## config.mk

```make
export PLATFORM = sky130hd
export DESIGN_NAME = usb_control_request_responder_flat
export DESIGN_NICKNAME = d
export VERILOG_FILES = /design/src/rtl/ucrr_pkg.sv /design/src/rtl/ucrr_ifs.sv /design/src/rtl/usb_control_request_responder.sv /design/src/rtl/ucrr_ctrl.sv /design/src/rtl/ucrr_datapath.sv /design/src/flat_wrapper.sv
export VERILOG_INCLUDE_DIRS = /design/src /design/src/rtl
export SDC_FILE = /design/constraint.sdc
export NUM_CORES = 1
export LEC_CHECK = 0
export ABC_AREA = 1
export ABC_CLOCK_PERIOD_IN_PS = 4500
export BUFFER_PORTS_ARGS = -buffer_cell sky130_fd_sc_hd__buf_4
export CORE_MARGIN = 3
export CORE_UTILIZATION = 55
export DETAILED_ROUTE_END_ITERATION = 16
export PLACE_DENSITY = 0.81
export SKIP_LAST_GASP = 1
export SYNTH_ARGS = -nofsm -noshare
export SYNTH_HDL_FRONTEND = slang
export SYNTH_HIERARCHICAL = 1
export SYNTH_SLANG_ARGS = --single-unit
export TNS_END_PERCENT = 20
```

## constraint.sdc

```tcl
create_clock -name clk -period 4.5 [get_ports clk]
set_input_delay 0.9 -clock clk [delete_from_list [all_inputs] [get_ports clk]]
set_output_delay 0.9 -clock clk [all_outputs]
set_load 0.03 [all_outputs]
```

## src/rtl/usb_control_request_responder_defines.svh

```systemverilog
// Assertion helpers shared by the responder modules.
// Each macro expects clk and arst_n in the scope where it is used.
`ifndef USB_CONTROL_REQUEST_RESPONDER_DEFINES_SVH
`define USB_CONTROL_REQUEST_RESPONDER_DEFINES_SVH

// Same-cycle implication, checked out of reset.
`define UCRR_ASSERT_NOW(label, ante, cons, msg) \
	label: assert property (@(posedge clk) disable iff (!arst_n) (ante) |-> (cons)) \
		else $error(msg);

// Next-cycle implication, checked out of reset.
`define UCRR_ASSERT_NEXT(label, ante, cons, msg) \
	label: assert property (@(posedge clk) disable iff (!arst_n) (ante) |=> (cons)) \
		else $error(msg);

`endif

```

## src/rtl/ucrr_pkg.sv

```systemverilog
package ucrr_pkg;

	// Result kinds on the response channel
	typedef enum logic [1:0] {
		KIND_DATA  = 2'd0,
		KIND_ZLP   = 2'd1,
		KIND_ACK   = 2'd2,
		KIND_STALL = 2'd3
	} kind_t;

	// Standard request codes
	localparam logic [7:0] REQ_SET_ADDRESS    = 8'h05;
	localparam logic [7:0] REQ_GET_DESCRIPTOR = 8'h06;
	localparam logic [7:0] REQ_SET_CONFIG     = 8'h09;

	// Descriptor types (high byte of the value word)
	localparam logic [7:0] DESC_DEVICE = 8'h01;
	localparam logic [7:0] DESC_CONFIG = 8'h02;
	localparam logic [7:0] DESC_HID    = 8'h21;
	localparam logic [7:0] DESC_REPORT = 8'h22;

	// Descriptor sizes; index width covers the longest one
	localparam int IDX_W = 6;
	localparam logic [IDX_W-1:0] LEN_DEVICE = 6'd18;
	localparam logic [IDX_W-1:0] LEN_CONFIG = 6'd34;
	localparam logic [IDX_W-1:0] LEN_HID    = 6'd9;
	localparam logic [IDX_W-1:0] LEN_REPORT = 6'd45;
	localparam logic [IDX_W-1:0] OFS_HID    = 6'd18;

	// Configuration register indexes
	localparam int CFG_IDX_W = 2;
	localparam int CFG_DATA_W = 16;
	localparam logic [CFG_IDX_W-1:0] CFG_VENDOR_CODE   = 2'd0;
	localparam logic [CFG_IDX_W-1:0] CFG_PRODUCT_CODE  = 2'd1;
	localparam logic [CFG_IDX_W-1:0] CFG_MAX_POWER     = 2'd2;
	localparam logic [CFG_IDX_W-1:0] CFG_POLL_INTERVAL = 2'd3;

	// Register reset values
	localparam logic [15:0] RST_VENDOR_CODE   = 16'h046A;
	localparam logic [15:0] RST_PRODUCT_CODE  = 16'h0001;
	localparam logic [7:0]  RST_MAX_POWER     = 8'd50;
	localparam logic [7:0]  RST_POLL_INTERVAL = 8'd1;

	// Decoded response class of the held request
	typedef enum logic [2:0] {
		RESP_STREAM,
		RESP_ZLP,
		RESP_ACK,
		RESP_SETADDR,
		RESP_STALL
	} resp_t;

	// Descriptor source select
	typedef enum logic [1:0] {
		SEL_DEVICE,
		SEL_CONFIG,
		SEL_HID,
		SEL_REPORT
	} sel_t;

	// Controller states
	typedef enum logic [1:0] {
		ST_IDLE,
		ST_DECODE,
		ST_REPLY,
		ST_STREAM
	} state_t;

	// Controller to datapath commands
	typedef struct packed {
		logic capture;
		logic start;
		logic set_addr;
		logic load_single;
		logic load_byte;
	} cmd_t;

	// Datapath to controller status
	typedef struct packed {
		resp_t resp;
		logic  last_byte;
		logic  slot_free;
	} status_t;

endpackage

```

## src/rtl/ucrr_ifs.sv

```systemverilog
// Setup request channel
interface ucrr_req_if;
	logic        valid;
	logic        ready;
	logic [7:0]  request_type;
	logic [7:0]  request_code;
	logic [15:0] request_value;
	logic [15:0] request_index;
	logic [15:0] request_length;

	modport source (
		output valid, request_type, request_code, request_value, request_index,
		       request_length,
		input  ready
	);
	modport sink (
		input  valid, request_type, request_code, request_value, request_index,
		       request_length,
		output ready
	);
endinterface

// Result channel
interface ucrr_rsp_if;
	logic            valid;
	logic            ready;
	ucrr_pkg::kind_t kind;
	logic [7:0]      data_byte;
	logic            packet_end;
	logic            last;
	logic [6:0]      device_address;
	logic            address_enabled;

	modport source (
		output valid, kind, data_byte, packet_end, last, device_address,
		       address_enabled,
		input  ready
	);
	modport sink (
		input  valid, kind, data_byte, packet_end, last, device_address,
		       address_enabled,
		output ready
	);
endinterface

```

## src/rtl/usb_control_request_responder.sv

```systemverilog
// Standard control request responder for a boot keyboard's EP0.
// req carries one decoded setup packet per transaction (valid/ready);
// rsp returns the results of that request, one per transaction.
// GET_DESCRIPTOR streams min(request_length, descriptor size) bytes, one
// per cycle, with packet_end on every EP0_PACKET_BYTES-th byte and on the
// final one; a zero request_length gives one zero-length result. Other
// supported requests give one acknowledge, unsupported ones one stall.
// last marks the final result of every request.
// Timing: a request is taken in the idle cycle, decoded in the next, and
// its first result is loaded into the output register in the reply or
// stream state once that register is free. The block takes the next
// request only after the final result of the current one is loaded; the
// descriptor stream loads one byte per cycle while the register is free.
// The output register holds one finished result, so a new request is taken
// while that result waits; a stall on rsp holds the stream in place.
// Reset clears the device address, restores the configuration registers to
// their defaults and leaves the block idle with rsp empty.
module usb_control_request_responder #(
	parameter int EP0_PACKET_BYTES = 64
) (
	input  logic                              clk,
	input  logic                              arst_n,
	input  logic                              cfg_we,
	input  logic [ucrr_pkg::CFG_IDX_W-1:0]    cfg_index,
	input  logic [ucrr_pkg::CFG_DATA_W-1:0]   cfg_data,
	ucrr_req_if.sink                          req,
	ucrr_rsp_if.source                        rsp
);

	ucrr_pkg::cmd_t    cmd;
	ucrr_pkg::status_t sts;

	// Sequence the request
	ucrr_ctrl u_ctrl (
		.clk       (clk),
		.arst_n    (arst_n),
		.req_valid (req.valid),
		.req_ready (req.ready),
		.sts       (sts),
		.cmd       (cmd)
	);

	// Decode, descriptor bytes and result register
	ucrr_datapath #(
		.EP0_PACKET_BYTES (EP0_PACKET_BYTES)
	) u_datapath (
		.clk                 (clk),
		.arst_n              (arst_n),
		.cfg_we              (cfg_we),
		.cfg_index           (cfg_index),
		.cfg_data            (cfg_data),
		.request_type        (req.request_type),
		.request_code        (req.request_code),
		.request_value       (req.request_value),
		.request_index       (req.request_index),
		.request_length      (req.request_length),
		.rsp_ready           (rsp.ready),
		.rsp_valid           (rsp.valid),
		.rsp_kind            (rsp.kind),
		.rsp_data_byte       (rsp.data_byte),
		.rsp_packet_end      (rsp.packet_end),
		.rsp_last            (rsp.last),
		.rsp_device_address  (rsp.device_address),
		.rsp_address_enabled (rsp.address_enabled),
		.cmd                 (cmd),
		.sts                 (sts)
	);

endmodule

```

## src/rtl/ucrr_ctrl.sv

```systemverilog
`include "usb_control_request_responder_defines.svh"

module ucrr_ctrl (
	input  logic               clk,
	input  logic               arst_n,
	input  logic               req_valid,
	output logic               req_ready,
	input  ucrr_pkg::status_t  sts,
	output ucrr_pkg::cmd_t     cmd
);

	ucrr_pkg::state_t state_q;
	ucrr_pkg::state_t state_next;

	// State register
	always_ff @(posedge clk or negedge arst_n) begin
		if (!arst_n) begin
			state_q <= ucrr_pkg::ST_IDLE;
		end else begin
			state_q <= state_next;
		end
	end

	// Next state
	always_comb begin
		state_next = state_q;
		case (state_q)
			ucrr_pkg::ST_IDLE: begin
				if (req_valid) state_next = ucrr_pkg::ST_DECODE;
			end
			ucrr_pkg::ST_DECODE: begin
				if (sts.resp == ucrr_pkg::RESP_STREAM) state_next = ucrr_pkg::ST_STREAM;
				else state_next = ucrr_pkg::ST_REPLY;
			end
			ucrr_pkg::ST_REPLY: begin
				if (sts.slot_free) state_next = ucrr_pkg::ST_IDLE;
			end
			ucrr_pkg::ST_STREAM: begin
				if (sts.slot_free && sts.last_byte) state_next = ucrr_pkg::ST_IDLE;
			end
			default: state_next = ucrr_pkg::ST_IDLE;
		endcase
	end

	// Commands
	always_comb begin
		cmd = '0;
		req_ready = 1'b0;
		case (state_q)
			ucrr_pkg::ST_IDLE: begin
				req_ready = 1'b1;
				cmd.capture = req_valid;
			end
			ucrr_pkg::ST_DECODE: begin
				cmd.start = (sts.resp == ucrr_pkg::RESP_STREAM);
				cmd.set_addr = (sts.resp == ucrr_pkg::RESP_SETADDR);
			end
			ucrr_pkg::ST_REPLY: begin
				cmd.load_single = sts.slot_free;
			end
			ucrr_pkg::ST_STREAM: begin
				cmd.load_byte = sts.slot_free;
			end
			default: begin
				cmd = '0;
			end
		endcase
	end

	// Never load into an occupied output register
	`UCRR_ASSERT_NOW(a_load_slot, (cmd.load_single || cmd.load_byte), sts.slot_free,
		"result loaded while output register busy")
	// Final byte of a transfer returns the controller to idle
	`UCRR_ASSERT_NEXT(a_stream_end, (cmd.load_byte && sts.last_byte),
		(state_q == ucrr_pkg::ST_IDLE), "stream did not end after last byte")
	// A captured request is decoded in the following cycle
	`UCRR_ASSERT_NEXT(a_capture_decode, cmd.capture, (state_q == ucrr_pkg::ST_DECODE),
		"captured request not decoded")

endmodule

```

## src/rtl/ucrr_datapath.sv

```systemverilog
`include "usb_control_request_responder_defines.svh"

module ucrr_datapath #(
	parameter int EP0_PACKET_BYTES = 64
) (
	input  logic                              clk,
	input  logic                              arst_n,
	// configuration writes
	input  logic                              cfg_we,
	input  logic [ucrr_pkg::CFG_IDX_W-1:0]    cfg_index,
	input  logic [ucrr_pkg::CFG_DATA_W-1:0]   cfg_data,
	// request payload
	input  logic [7:0]                        request_type,
	input  logic [7:0]                        request_code,
	input  logic [15:0]                       request_value,
	input  logic [15:0]                       request_index,
	input  logic [15:0]                       request_length,
	// result register
	input  logic                              rsp_ready,
	output logic                              rsp_valid,
	output ucrr_pkg::kind_t                   rsp_kind,
	output logic [7:0]                        rsp_data_byte,
	output logic                              rsp_packet_end,
	output logic                              rsp_last,
	output logic [6:0]                        rsp_device_address,
	output logic                              rsp_address_enabled,
	// controller link
	input  ucrr_pkg::cmd_t                    cmd,
	output ucrr_pkg::status_t                 sts
);

	localparam int IW = ucrr_pkg::IDX_W;
	localparam int PW = (EP0_PACKET_BYTES > 1) ? $clog2(EP0_PACKET_BYTES) : 1;
	localparam logic [PW-1:0] PKT_LAST = PW'(EP0_PACKET_BYTES - 1);

	// Byte offsets that carry configurable fields
	localparam logic [IW-1:0] OFS_MAXPKT   = 6'd7;
	localparam logic [IW-1:0] OFS_VID_LO   = 6'd8;
	localparam logic [IW-1:0] OFS_VID_HI   = 6'd9;
	localparam logic [IW-1:0] OFS_PID_LO   = 6'd10;
	localparam logic [IW-1:0] OFS_PID_HI   = 6'd11;
	localparam logic [IW-1:0] OFS_POWER    = 6'd8;
	localparam logic [IW-1:0] OFS_INTERVAL = 6'd33;

	localparam logic [7:0] DEV_ROM [18] = '{
		8'd18, 8'h01, 8'h00, 8'h02, 8'h00, 8'h00, 8'h00, 8'h00, 8'h00,
		8'h00, 8'h00, 8'h00, 8'h00, 8'h01, 8'h00, 8'h00, 8'h00, 8'h01
	};
	localparam logic [7:0] CFG_ROM [34] = '{
		8'd9, 8'h02, 8'd34, 8'h00, 8'h01, 8'h01, 8'h00, 8'h80, 8'h00,
		8'd9, 8'h04, 8'h00, 8'h00, 8'h01, 8'h03, 8'h01, 8'h01, 8'h00,
		8'd9, 8'h21, 8'h11, 8'h01, 8'h00, 8'h01, 8'h22, 8'd45, 8'h00,
		8'd7, 8'h05, 8'h81, 8'h03, 8'h08, 8'h00, 8'h00
	};
	localparam logic [7:0] REP_ROM [45] = '{
		8'h05, 8'h01, 8'h09, 8'h06, 8'ha1, 8'h01,
		8'h95, 8'h08, 8'h75, 8'h01, 8'h05, 8'h07, 8'h19, 8'he0, 8'h29, 8'he7,
		8'h15, 8'h00, 8'h25, 8'h01, 8'h81, 8'h02,
		8'h95, 8'h01, 8'h75, 8'h08, 8'h81, 8'h01,
		8'h95, 8'h06, 8'h75, 8'h08, 8'h05, 8'h07, 8'h19, 8'h00, 8'h29, 8'h65,
		8'h15, 8'h00, 8'h25, 8'h65, 8'h81, 8'h00,
		8'hc0
	};

	// configuration registers
	logic [15:0] vendor_code_q;
	logic [15:0] product_code_q;
	logic [7:0]  max_power_q;
	logic [7:0]  poll_interval_q;

	// held request
	logic [7:0]  rtype_q;
	logic [7:0]  code_q;
	logic [15:0] value_q;
	logic [15:0] index_q;
	logic [15:0] length_q;

	// stream counters
	logic [IW-1:0] idx_q;
	logic [IW-1:0] n_q;
	logic [PW-1:0] pkt_q;

	// device address
	logic [6:0] addr_q;
	logic       addr_on_q;

	// output register
	logic            out_valid_q;
	ucrr_pkg::kind_t out_kind_q;
	logic [7:0]      out_data_q;
	logic            out_pend_q;
	logic            out_last_q;
	logic [6:0]      out_addr_q;
	logic            out_addr_on_q;

	// decode
	ucrr_pkg::resp_t resp;
	ucrr_pkg::sel_t  sel;
	logic [IW-1:0]   size;
	logic [IW-1:0]   n_cap;
	logic            get_desc;
	logic            simple_ok;
	logic            found;
	logic            last_byte;
	logic            pkt_end;
	logic            slot_free;
	logic [7:0]      rom_byte;

	// Write configuration registers
	always_ff @(posedge clk or negedge arst_n) begin
		if (!arst_n) begin
			vendor_code_q   <= ucrr_pkg::RST_VENDOR_CODE;
			product_code_q  <= ucrr_pkg::RST_PRODUCT_CODE;
			max_power_q     <= ucrr_pkg::RST_MAX_POWER;
			poll_interval_q <= ucrr_pkg::RST_POLL_INTERVAL;
		end else if (cfg_we) begin
			case (cfg_index)
				ucrr_pkg::CFG_VENDOR_CODE:   vendor_code_q <= cfg_data;
				ucrr_pkg::CFG_PRODUCT_CODE:  product_code_q <= cfg_data;
				ucrr_pkg::CFG_MAX_POWER:     max_power_q <= cfg_data[7:0];
				ucrr_pkg::CFG_POLL_INTERVAL: poll_interval_q <= cfg_data[7:0];
				default: ;
			endcase
		end
	end

	// Hold the accepted request
	always_ff @(posedge clk) begin
		if (cmd.capture) begin
			rtype_q  <= request_type;
			code_q   <= request_code;
			value_q  <= request_value;
			index_q  <= request_index;
			length_q <= request_length;
		end
	end

	// Decode the held request
	always_comb begin
		resp = ucrr_pkg::RESP_STALL;
		sel = ucrr_pkg::SEL_DEVICE;
		size = ucrr_pkg::LEN_DEVICE;
		found = 1'b0;
		get_desc = (code_q == ucrr_pkg::REQ_GET_DESCRIPTOR) && rtype_q[7]
			&& (rtype_q[6:5] == 2'b00);
		simple_ok = (rtype_q == 8'h00) && (index_q == 16'h0000) && (length_q == 16'h0000);
		if (get_desc) begin
			if ((value_q[7:0] == 8'h00) && (index_q == 16'h0000)) begin
				found = 1'b1;
				case (value_q[15:8])
					ucrr_pkg::DESC_DEVICE: begin
						sel = ucrr_pkg::SEL_DEVICE;
						size = ucrr_pkg::LEN_DEVICE;
					end
					ucrr_pkg::DESC_CONFIG: begin
						sel = ucrr_pkg::SEL_CONFIG;
						size = ucrr_pkg::LEN_CONFIG;
					end
					ucrr_pkg::DESC_HID: begin
						sel = ucrr_pkg::SEL_HID;
						size = ucrr_pkg::LEN_HID;
					end
					ucrr_pkg::DESC_REPORT: begin
						sel = ucrr_pkg::SEL_REPORT;
						size = ucrr_pkg::LEN_REPORT;
					end
					default: found = 1'b0;
				endcase
			end
			if (found) begin
				resp = (length_q == 16'h0000) ? ucrr_pkg::RESP_ZLP : ucrr_pkg::RESP_STREAM;
			end
		end else if ((code_q == ucrr_pkg::REQ_SET_ADDRESS) && simple_ok) begin
			resp = ucrr_pkg::RESP_SETADDR;
		end else if ((code_q == ucrr_pkg::REQ_SET_CONFIG) && simple_ok) begin
			resp = ucrr_pkg::RESP_ACK;
		end
	end

	// Clip the transfer to the descriptor size
	assign n_cap = (length_q < {{(16-IW){1'b0}}, size}) ? length_q[IW-1:0] : size;

	// Descriptor byte at the stream index
	always_comb begin
		case (sel)
			ucrr_pkg::SEL_DEVICE: begin
				case (idx_q)
					OFS_MAXPKT: rom_byte = 8'(EP0_PACKET_BYTES);
					OFS_VID_LO: rom_byte = vendor_code_q[7:0];
					OFS_VID_HI: rom_byte = vendor_code_q[15:8];
					OFS_PID_LO: rom_byte = product_code_q[7:0];
					OFS_PID_HI: rom_byte = product_code_q[15:8];
					default:    rom_byte = DEV_ROM[idx_q[4:0]];
				endcase
			end
			ucrr_pkg::SEL_CONFIG: begin
				case (idx_q)
					OFS_POWER:    rom_byte = max_power_q;
					OFS_INTERVAL: rom_byte = poll_interval_q;
					default:      rom_byte = CFG_ROM[idx_q];
				endcase
			end
			ucrr_pkg::SEL_HID: rom_byte = CFG_ROM[idx_q + ucrr_pkg::OFS_HID];
			ucrr_pkg::SEL_REPORT: rom_byte = REP_ROM[idx_q];
			default: rom_byte = 8'h00;
		endcase
	end

	assign last_byte = (IW'(idx_q + 1'b1) == n_q);
	assign pkt_end = (pkt_q == PKT_LAST) || last_byte;
	assign slot_free = !out_valid_q || rsp_ready;

	// Advance stream counters
	always_ff @(posedge clk or negedge arst_n) begin
		if (!arst_n) begin
			idx_q <= '0;
			n_q   <= '0;
			pkt_q <= '0;
		end else if (cmd.start) begin
			idx_q <= '0;
			n_q   <= n_cap;
			pkt_q <= '0;
		end else if (cmd.load_byte) begin
			idx_q <= IW'(idx_q + 1'b1);
			pkt_q <= pkt_end ? '0 : PW'(pkt_q + 1'b1);
		end
	end

	// Latch and enable the device address
	always_ff @(posedge clk or negedge arst_n) begin
		if (!arst_n) begin
			addr_q    <= '0;
			addr_on_q <= 1'b0;
		end else if (cmd.set_addr) begin
			addr_q    <= value_q[6:0];
			addr_on_q <= 1'b1;
		end
	end

	// Output register valid: set on load, drop when taken
	always_ff @(posedge clk or negedge arst_n) begin
		if (!arst_n) begin
			out_valid_q <= 1'b0;
		end else if (cmd.load_single || cmd.load_byte) begin
			out_valid_q <= 1'b1;
		end else if (rsp_ready) begin
			out_valid_q <= 1'b0;
		end
	end

	// Output register payload
	always_ff @(posedge clk) begin
		if (cmd.load_byte) begin
			out_kind_q    <= ucrr_pkg::KIND_DATA;
			out_data_q    <= rom_byte;
			out_pend_q    <= pkt_end;
			out_last_q    <= last_byte;
			out_addr_q    <= addr_q;
			out_addr_on_q <= addr_on_q;
		end else if (cmd.load_single) begin
			case (resp)
				ucrr_pkg::RESP_ZLP: begin
					out_kind_q <= ucrr_pkg::KIND_ZLP;
					out_pend_q <= 1'b1;
				end
				ucrr_pkg::RESP_ACK, ucrr_pkg::RESP_SETADDR: begin
					out_kind_q <= ucrr_pkg::KIND_ACK;
					out_pend_q <= 1'b0;
				end
				default: begin
					out_kind_q <= ucrr_pkg::KIND_STALL;
					out_pend_q <= 1'b0;
				end
			endcase
			out_data_q    <= 8'h00;
			out_last_q    <= 1'b1;
			out_addr_q    <= addr_q;
			out_addr_on_q <= addr_on_q;
		end
	end

	assign rsp_valid           = out_valid_q;
	assign rsp_kind            = out_kind_q;
	assign rsp_data_byte       = out_data_q;
	assign rsp_packet_end      = out_pend_q;
	assign rsp_last            = out_last_q;
	assign rsp_device_address  = out_addr_q;
	assign rsp_address_enabled = out_addr_on_q;

	assign sts.resp      = resp;
	assign sts.last_byte = last_byte;
	assign sts.slot_free = slot_free;

	// Stream index stays inside the clipped transfer
	`UCRR_ASSERT_NOW(a_idx_range, cmd.load_byte, (idx_q < n_q),
		"stream index past transfer length")
	// A zero-length data stage closes both the packet and the request
	`UCRR_ASSERT_NOW(a_zlp_flags, (out_valid_q && (out_kind_q == ucrr_pkg::KIND_ZLP)),
		(out_pend_q && out_last_q), "zero-length result without end flags")
	// Hold a waiting result until it is taken
	`UCRR_ASSERT_NEXT(a_rsp_hold, (out_valid_q && !rsp_ready), out_valid_q,
		"result dropped before it was taken")

endmodule

```

## src/flat_wrapper.sv

```systemverilog
// flat-port wrapper written by rule: the top's interface ports become plain ports
module usb_control_request_responder_flat 
#(
	parameter int EP0_PACKET_BYTES = 64
)
  (clk, arst_n, cfg_we, cfg_index, cfg_data, req_valid, req_request_type, req_request_code, req_request_value, req_request_index, req_request_length, req_ready, rsp_valid, rsp_kind, rsp_data_byte, rsp_packet_end, rsp_last, rsp_device_address, rsp_address_enabled, rsp_ready);
  ucrr_req_if req_i ();
  ucrr_rsp_if rsp_i ();
  input  logic clk;
  input  logic arst_n;
  input  logic cfg_we;
  input  logic [ucrr_pkg::CFG_IDX_W-1:0] cfg_index;
  input  logic [ucrr_pkg::CFG_DATA_W-1:0] cfg_data;
  input wire logic [$bits(req_i.valid)-1:0] req_valid;
  input wire logic [$bits(req_i.request_type)-1:0] req_request_type;
  input wire logic [$bits(req_i.request_code)-1:0] req_request_code;
  input wire logic [$bits(req_i.request_value)-1:0] req_request_value;
  input wire logic [$bits(req_i.request_index)-1:0] req_request_index;
  input wire logic [$bits(req_i.request_length)-1:0] req_request_length;
  output wire logic [$bits(req_i.ready)-1:0] req_ready;
  output wire logic [$bits(rsp_i.valid)-1:0] rsp_valid;
  output wire logic [$bits(rsp_i.kind)-1:0] rsp_kind;
  output wire logic [$bits(rsp_i.data_byte)-1:0] rsp_data_byte;
  output wire logic [$bits(rsp_i.packet_end)-1:0] rsp_packet_end;
  output wire logic [$bits(rsp_i.last)-1:0] rsp_last;
  output wire logic [$bits(rsp_i.device_address)-1:0] rsp_device_address;
  output wire logic [$bits(rsp_i.address_enabled)-1:0] rsp_address_enabled;
  input wire logic [$bits(rsp_i.ready)-1:0] rsp_ready;
  assign req_i.valid = req_valid;
  assign req_i.request_type = req_request_type;
  assign req_i.request_code = req_request_code;
  assign req_i.request_value = req_request_value;
  assign req_i.request_index = req_request_index;
  assign req_i.request_length = req_request_length;
  assign req_ready = req_i.ready;
  assign rsp_valid = rsp_i.valid;
  assign rsp_kind = rsp_i.kind;
  assign rsp_data_byte = rsp_i.data_byte;
  assign rsp_packet_end = rsp_i.packet_end;
  assign rsp_last = rsp_i.last;
  assign rsp_device_address = rsp_i.device_address;
  assign rsp_address_enabled = rsp_i.address_enabled;
  assign rsp_i.ready = rsp_ready;
  usb_control_request_responder #(.EP0_PACKET_BYTES(EP0_PACKET_BYTES)) u_core (.clk(clk), .arst_n(arst_n), .cfg_we(cfg_we), .cfg_index(cfg_index), .cfg_data(cfg_data), .req(req_i), .rsp(rsp_i));
endmodule
```

==> impl_metrics.ini, run 1 <==
[power_and_ir_drop]
p_switching_uw = 2160
p_leak_uw = 0.00436
switching_share_pct = 39.6
power.density_mw_per_mm2 = 569
power_frac_comb_pct = 35.4
power_uw = 5460
seq_power_share_pct = 39.7
internal-power_uw = 3300
ir_drop_mv = 0.378
clock_power_share_pct = 24.9

[finish]
final_cells = 1196
areaGrowthSynthToFinish_pct = 18.3
drive_gt1_share_pct = 19.6
antenna_cells = 0
final_nets = 1111

[floorplan]
start_util_pct = 57.3
rows = 43
dieWidth_um = 127
core_area_mm2 = 0.0141
pin_count = 109
die-area_mm2 = 0.0162
die_h_um = 127

[worst_setup_path]
reg2reg_from = u_core/u_datapath/length_q[7]
crit_start = u_core/u_datapath/length_q[7]
critPathRequiredTime_ns = 4.84
reg2regPathDepth = 14
crit_type = flop to flop
crit_path_start_kind = flop
r2r_setup_slack_ns = 1.28
path_max_fanout = 10
r2r-end = u_core/u_datapath/pkt_q[4]
arrival_ns = 3.57
worstSetupEndpointType = flop

[timing]
hold_violations = 0
fin_skew_ns = 0.00748
worstMarginPinSlew_ns = 1.10
fmax_ghz = 0.310
finalCritPeriodShare_pct = 71.6
max_slew_margin_pct = 26.4
final_max_slew_viol_count = 0
fin_tns_setup_ns = 0
post-route-min-period_ns = 3.22
holdWs_ns = 0.448
rsz0062_at_grt = no
setup_violations = 0

[clocking]
cts_resized = 0
clock_path_buffers = 2
numCtsBuffers = 17
cts_tree = done
clkTransAtPathRegs_ns = 0.07
cts_setup_buffers = 0
cts_hold_buf = 0
clkLatencyLatePin_ns = 0.42
htree_levels = 4
cts_root_buffer = clkbuf_16
clkSinkCount = 161

[yosys]
synthSimpleGateAreaFrac_pct = 22.3
ys.flop_type = edfxtp_1
synth_edf_count = 82
ys_seq_elements = 161
synthAdderAreaFrac_pct = 3.24
syn_avg_cell_area_um2 = 9.01
synth_cells = 900
synth_cell_types = 51
synthMuxAreaShare_pct = 0
synth.yosys.seq_area_share_pct = 54.8
synth-xor-area-share_pct = 1.06
syn_nets = 1008
async_reset_ff_share_pct = 47.8
synth_top_family_by_area = simple AND/OR/NAND/NOR gates
synth_compound_area_share_pct = 12.1
syn_area_mm2 = 0.00811
ys_warn_count = 6

[grt]
grt_use_total_pct = 26.3
first_global_vias = 6665
grt_pass1_wl_mm = 33.7
grt_overflow = 0
antenna_found_initial = 0
grt_max_degree = 78

[placed_design]
port_buffers = 108
hpwl_mm = 14.7
dp_cells = 1164
gp_congestion = 1.05

[hold_path]
min_path_type = flop to flop
hp-start = u_core/u_datapath/addr_on_q
hold_end = u_core/u_datapath/rsp_address_enabled
whs_path_depth = 0

[route]
drtPass1Iterations = 6
met1_length_mm = 8.26
dr_wl_met3_mm = 2.10
drt_wl_total_mm = 20.8
wl_met2_mm = 9.70
drc = 0
wl_per_cell_um = 17.3
drt-initial-drc-count = 981
viasPerCell = 5.75
highest_layer = met4
vias = 6882
ant_nets = 0

[outcome]
status = finished, final reports clean

[job]
cap_violations = 0
[power by group through the flow]
stage / logic (µW) / clock network (µW) / registers [µW]
after floorplan: 1200 / 0 / 2260
after global placement: 1870 / 0 / 2180
after detailed placement: 1870 / 0 / 2180
after CTS: 1880 / 1380 / 2160
after global routing: 2130 / 1450 / 2200
final: 1930 / 1360 / 2170
[routing by layer]
layer	global-route usage, %	up-vias
met2	41.1	403
met1	34.6	3183
li1	-	3235
met3	7.82	61
met5	0	-
met4	10.9	0
[critical path: stages, from the launching register on]
cell and delay [ns]:
edfxtp_1 0.35, or2_2 0.34, nor3_1 0.19, nand2_1 0.07
nor2_1 0.25, nand2_1 0.14, o31ai_1 0.30, nor2_1 0.09
nand2_1 0.12, inv_1 0.16, nor2_1 0.57, inv_1 0.24
nor2_1 0.16, nand3_1 0.08, o21ai_0 0.08
[cells in the mapped netlist, drive strengths merged (2+ instances only)]
cell / n / area, µm²
a221oi: 8 / 70.1
o211ai: 7 / 57.6
dfxtp: 2 / 40.0
o21ai: 92 / 460
nand3: 50 / 260
nor3: 12 / 81.3
o221ai: 4 / 35.0
buf: 11 / 72.6
clkbuf: 15 / 57.6
a31oi: 3 / 18.8
a21oi: 25 / 129
xor2: 5 / 51.3
or2: 4 / 25.0
nand2: 221 / 855
nor4: 7 / 43.8
ha: 21 / 263
nand3b: 4 / 30.0
a211oi: 2 / 15.0
xnor2: 4 / 35.0
o22ai: 8 / 50.1
nor2: 98 / 413
a22o: 9 / 78.8
edfxtp: 82 / 2460
dfstp: 10 / 263
o31ai: 3 / 22.5
nand4: 11 / 68.8
nor3b: 2 / 20.0
dfrtp: 67 / 1680
inv: 105 / 394
[registers in the layout, summed over array words and instances, names as in the netlist, 2 cells and up]
signal and cells:
u_core/u_datapath/idx_q 6, u_core/u_datapath/product_code_q 16, u_core/u_ctrl/state_q 2, u_core/u_datapath/n_q 6
u_core/u_datapath/index_q 16, u_core/u_datapath/rsp_device_address 7, u_core/u_datapath/length_q 16, u_core/u_datapath/poll_interval_q 8
u_core/u_datapath/value_q 16, u_core/u_datapath/vendor_code_q 16, u_core/u_datapath/rtype_q 8, u_core/u_datapath/rsp_data_byte 8
u_core/u_datapath/addr_q 7, u_core/u_datapath/pkt_q 6, u_core/u_datapath/code_q 8, u_core/u_datapath/rsp_kind 2
u_core/u_datapath/max_power_q 8
[layout make-up]
| cell class | instances | area [µm²] |
|---|---|---|
| Sequential cell | 161 | 4440 |
| Multi-Input combinational cell | 607 | 3150 |
| Inverter | 106 | 398 |
| Timing Repair Buffer | 110 | 826 |
| Fill cell | 1062 | 4560 |
| Tap cell | 180 | 225 |
| Clock buffer | 20 | 457 |
| Clock inverter | 12 | 100 |
[worst max-delay path by stage]
stage	end	slack, ns	cells past startpoint
floorplan	u_core/u_datapath/code_q[0]	0.42	2
global placement	u_core/u_datapath/pkt_q[4]	1.33	11
detailed placement	u_core/u_datapath/pkt_q[4]	1.31	11
CTS	u_core/u_datapath/pkt_q[4]	1.34	14
global route	u_core/u_datapath/pkt_q[4]	0.93	14
finish	u_core/u_datapath/pkt_q[4]	1.28	14
[kinds of logic after synthesis]
kind of cell / count (synthesis)
and+or+nand+nor: 411
xor gates and xnor gates: 9
buffers and inverters: 132
adders and majority gates: 21
DFF: 161
AOI/OAI and AO/OA: 166
[cells in the final DEF (no fill, tap or decap), types with 12 or more instances in the layout]
master,Yosys,routed
inv_2,12,12
o21ai_0,86,86
nand2_1,211,211
nor2_1,86,85
buf_4,7,110
a21oi_1,24,24
inv_1,93,93
ha_1,21,21
dfrtp_1,67,67
clkbuf_16,0,17
nand3_1,48,48
edfxtp_1,82,82
[through the flow]
stage          area, µm²  utilization, %  setup WS, ns
2_1_floorplan       8110               -         0.419
3_3_place_gp        9040            63.9          1.33
3_5_place_dp        9040            63.9          1.31
4_1_cts             9590            67.8          1.34
5_1_grt             9590            67.8         0.935
6_report            9590            67.8          1.28
Note: power is estimated with default switching activity, not from simulation.
==> run 2, diff against run 1 <==
ABC_AREA = 0   (was 1)
ABC_CLOCK_PERIOD_IN_PS = 2800   (was 4500)
CORE_UTILIZATION = 52   (was 55)
PLACE_DENSITY = 0.8   (was 0.81)
clock period = 2.8 ns   (was 4.5 ns; I/O delays follow)
==> run 2 against run 1 <==
  * The flow now finishes with violations (setup timing)
  * Synthesized area is 1.3% lower
  * Wire length is 3.5% higher
  * Count of clock-buffer cells in the layout shrank 3
  * First-iteration DRC count is 50% lower
  * Utilization grew 1.1 points
  * Critical path type unchanged
==> impl_metrics.ini, run 2 <==
[outcome]
status = finished, violations left
violations = setup timing

[yosys]
ys.flop_type = edfxtp_1
synth_largest_area_cell = edfxtp_1
synth_cells = 674
synth_cell_types = 77
synth_top_area_share_pct = 30.8
netlist_top_cells_count = 82 x edfxtp_1, 67 x dfrtp_1, 59 x mux2_2
synth_edf_count = 82
synth_most_common_cell = edfxtp_1
ys_seq_elements = 161
netlist_top_cells_area = edfxtp_1 31%, dfrtp_1 21%, mux2_2 8.3%, dfstp_2 3.3%, ha_1 3.3%
synth.yosys.seq_area_share_pct = 55.5
syn_avg_cell_area_um2 = 11.9
syn_nets = 782
async_reset_ff_share_pct = 47.8
syn_area_mm2 = 0.00800
ys_warn_count = 6

[timing]
rsz0062_at_grt = yes
holdWs_ns = 0.271
worstMarginPinSlew_ns = 0.961
max_slew_margin_pct = 35.9
fmax_ghz = 0.285
post-route-min-period_ns = 3.51
fin_skew_ns = 0.00958
fin_tns_setup_ns = -7.34
setup_violations = 25
worst_slack_ns = -0.706
finalCritPeriodShare_pct = 125
hold_violations = 0
final_max_slew_viol_count = 0

[worst_setup_path]
worstSetupEndpointType = flop
cp_num_buf_inv = 2
path_max_fanout = 8
arrival_ns = 3.81
path_delay_family = simple AND/OR/NAND/NOR gates
worstPathCellList = or4_4 > or4_4 > nor3_4 > and3_4 > inv_2 > ha_4 > buf_6 > a21oi_4 > a2111oi_4 > a2111oi_4 > o21ai_4 > mux2i_1 > a21oi_1
crit_type = flop to flop
max_stage_delay_ns = 0.57
crit_path_top_delay_cell = or4_4
critPathRequiredTime_ns = 3.11
crit_path_start_kind = flop

[grt]
antenna_found_initial = 0
grt_overflow = 0
grt_pass1_wl_mm = 33.6
grt_max_degree = 78
grt_use_total_pct = 26.1
first_global_vias = 6537

[placed_design]
hpwl_mm = 15.3
gp_congestion = 0.939
port_buffers = 108
dp_cells = 996
dp_slack_ns = -0.754

[floorplan]
start_util_pct = 54.0
die_h_um = 130
rows = 44
core_area_mm2 = 0.0148
pin_count = 109
die-area_mm2 = 0.0169
dieWidth_um = 130

[finish]
layout_common_cells = 182 x buf_4, 82 x edfxtp_1, 67 x dfrtp_1, 59 x mux2_2, 43 x nand2_1
areaGrowthSynthToFinish_pct = 27.4
antenna_cells = 0
layout_commonest_cell = buf_4
final_cells = 1032
final_nets = 943
drive_gt1_share_pct = 37.9
final_util_pct = 68.9

[hold_path]
min_path_type = input pin to async pin

[clocking]
cts_tree = done
numCtsBuffers = 17
clkSinkCount = 161
clock_path_buffers = 2
clkLatencyLatePin_ns = 0.43
cts_hold_buf = 0
htree_levels = 4
clkTransAtPathRegs_ns = 0.07
cts_root_buffer = clkbuf_16

[power_and_ir_drop]
p_leak_uw = 0.00416
power.density_mw_per_mm2 = 874
ir_drop_mv = 0.556

[job]
cap_violations = 0

[route]
highest_layer = met4
drt_wl_total_mm = 21.5
wl_per_cell_um = 20.8
ant_nets = 0
drt-initial-drc-count = 490
dr_wl_met3_mm = 1.23
met1_length_mm = 8.56
drtPass1Iterations = 5
wl_met2_mm = 10.9
vias = 6193
viasPerCell = 6.00
drc = 0
## run 2: per-stage QoR
| step | total power [µW] | cell area (µm²) |
|---|---|---|
| after floorplan | 5310 | 8050 |
| after global placement | 6450 | 9490 |
| after detailed placement | 6560 | 9490 |
| after CTS | 8900 | 10100 |
| after global routing | 9390 | 10200 |
| final | 8920 | 10200 |
## run 2: layer usage
layer | global-route usage, % | up-vias
met2 | 45.0 | 257
li1 | - | 2867
met1 | 31.3 | 3015
met5 | 0 | -
met4 | 12.4 | 0
met3 | 5.20 | 54
## run 2: worst register-to-register path: stages, from the launching register on
cell       delay, ns
edfxtp_1        0.39
or4_4           0.54
or4_4           0.57
nor3_4          0.18
and3_4          0.24
inv_2           0.05
ha_4            0.24
buf_6           0.12
a21oi_4         0.14
a2111oi_4       0.10
a2111oi_4       0.34
o21ai_4         0.18
mux2i_1         0.22
a21oi_1         0.09
## run 2: layout make-up
class | count | area, µm²
well taps | 184 | 230
repair buffers | 186 | 1440
clock inverters | 15 | 171
fillers | 1025 | 4610
inverters | 15 | 61.3
clock buffers | 17 | 425
flip-flops and latches | 161 | 4440
multi-input cells | 454 | 3430
## run 2: worst paths after layout
check                                                   from                                       to  slack (ns)  cells after the start
worst max-delay path            u_core/u_datapath/value_q[5]                 u_core/u_datapath/n_q[0]       -0.71                     13
worst min-delay path                                  arst_n     u_core/u_datapath/poll_interval_q[1]        0.27                      1
worst max register to register  u_core/u_datapath/value_q[5]                 u_core/u_datapath/n_q[0]       -0.71                     13
worst min register to register   u_core/u_datapath/addr_q[0]  u_core/u_datapath/rsp_device_address[0]        0.45                      0
max in group asynchronous                             arst_n                 u_core/u_datapath/n_q[2]        1.90                      1
min in group clk                         req_request_type[0]             u_core/u_datapath/rtype_q[0]        0.30                      1
## run 2: cell families after synthesis
| kind of cell | synth area share (%) |
|---|---|
| buf+inv | 3.19 |
| mux | 10.2 |
| compound gates | 11.5 |
| xor+xnor | 1.97 |
| fa+ha+maj | 3.41 |
| simple gates | 14.2 |
| flops | 55.5 |
## run 2: power by group
| group | switching, µW | total (µW) | internal, µW |
|---|---|---|---|
| clock | 1030 | 2300 | 1270 |
| combinational | 1850 | 3200 | 1350 |
| sequential | 306 | 3420 | 3110 |
## run 2: repair_timing
item,4_1_cts,5_1_grt
endpoints found under the hold margin,0,0
buffers inserted,3,1
endpoints found under the setup margin,26,28
gates resized for setup,3,8
pin swaps,11,5
gates cloned,0,0
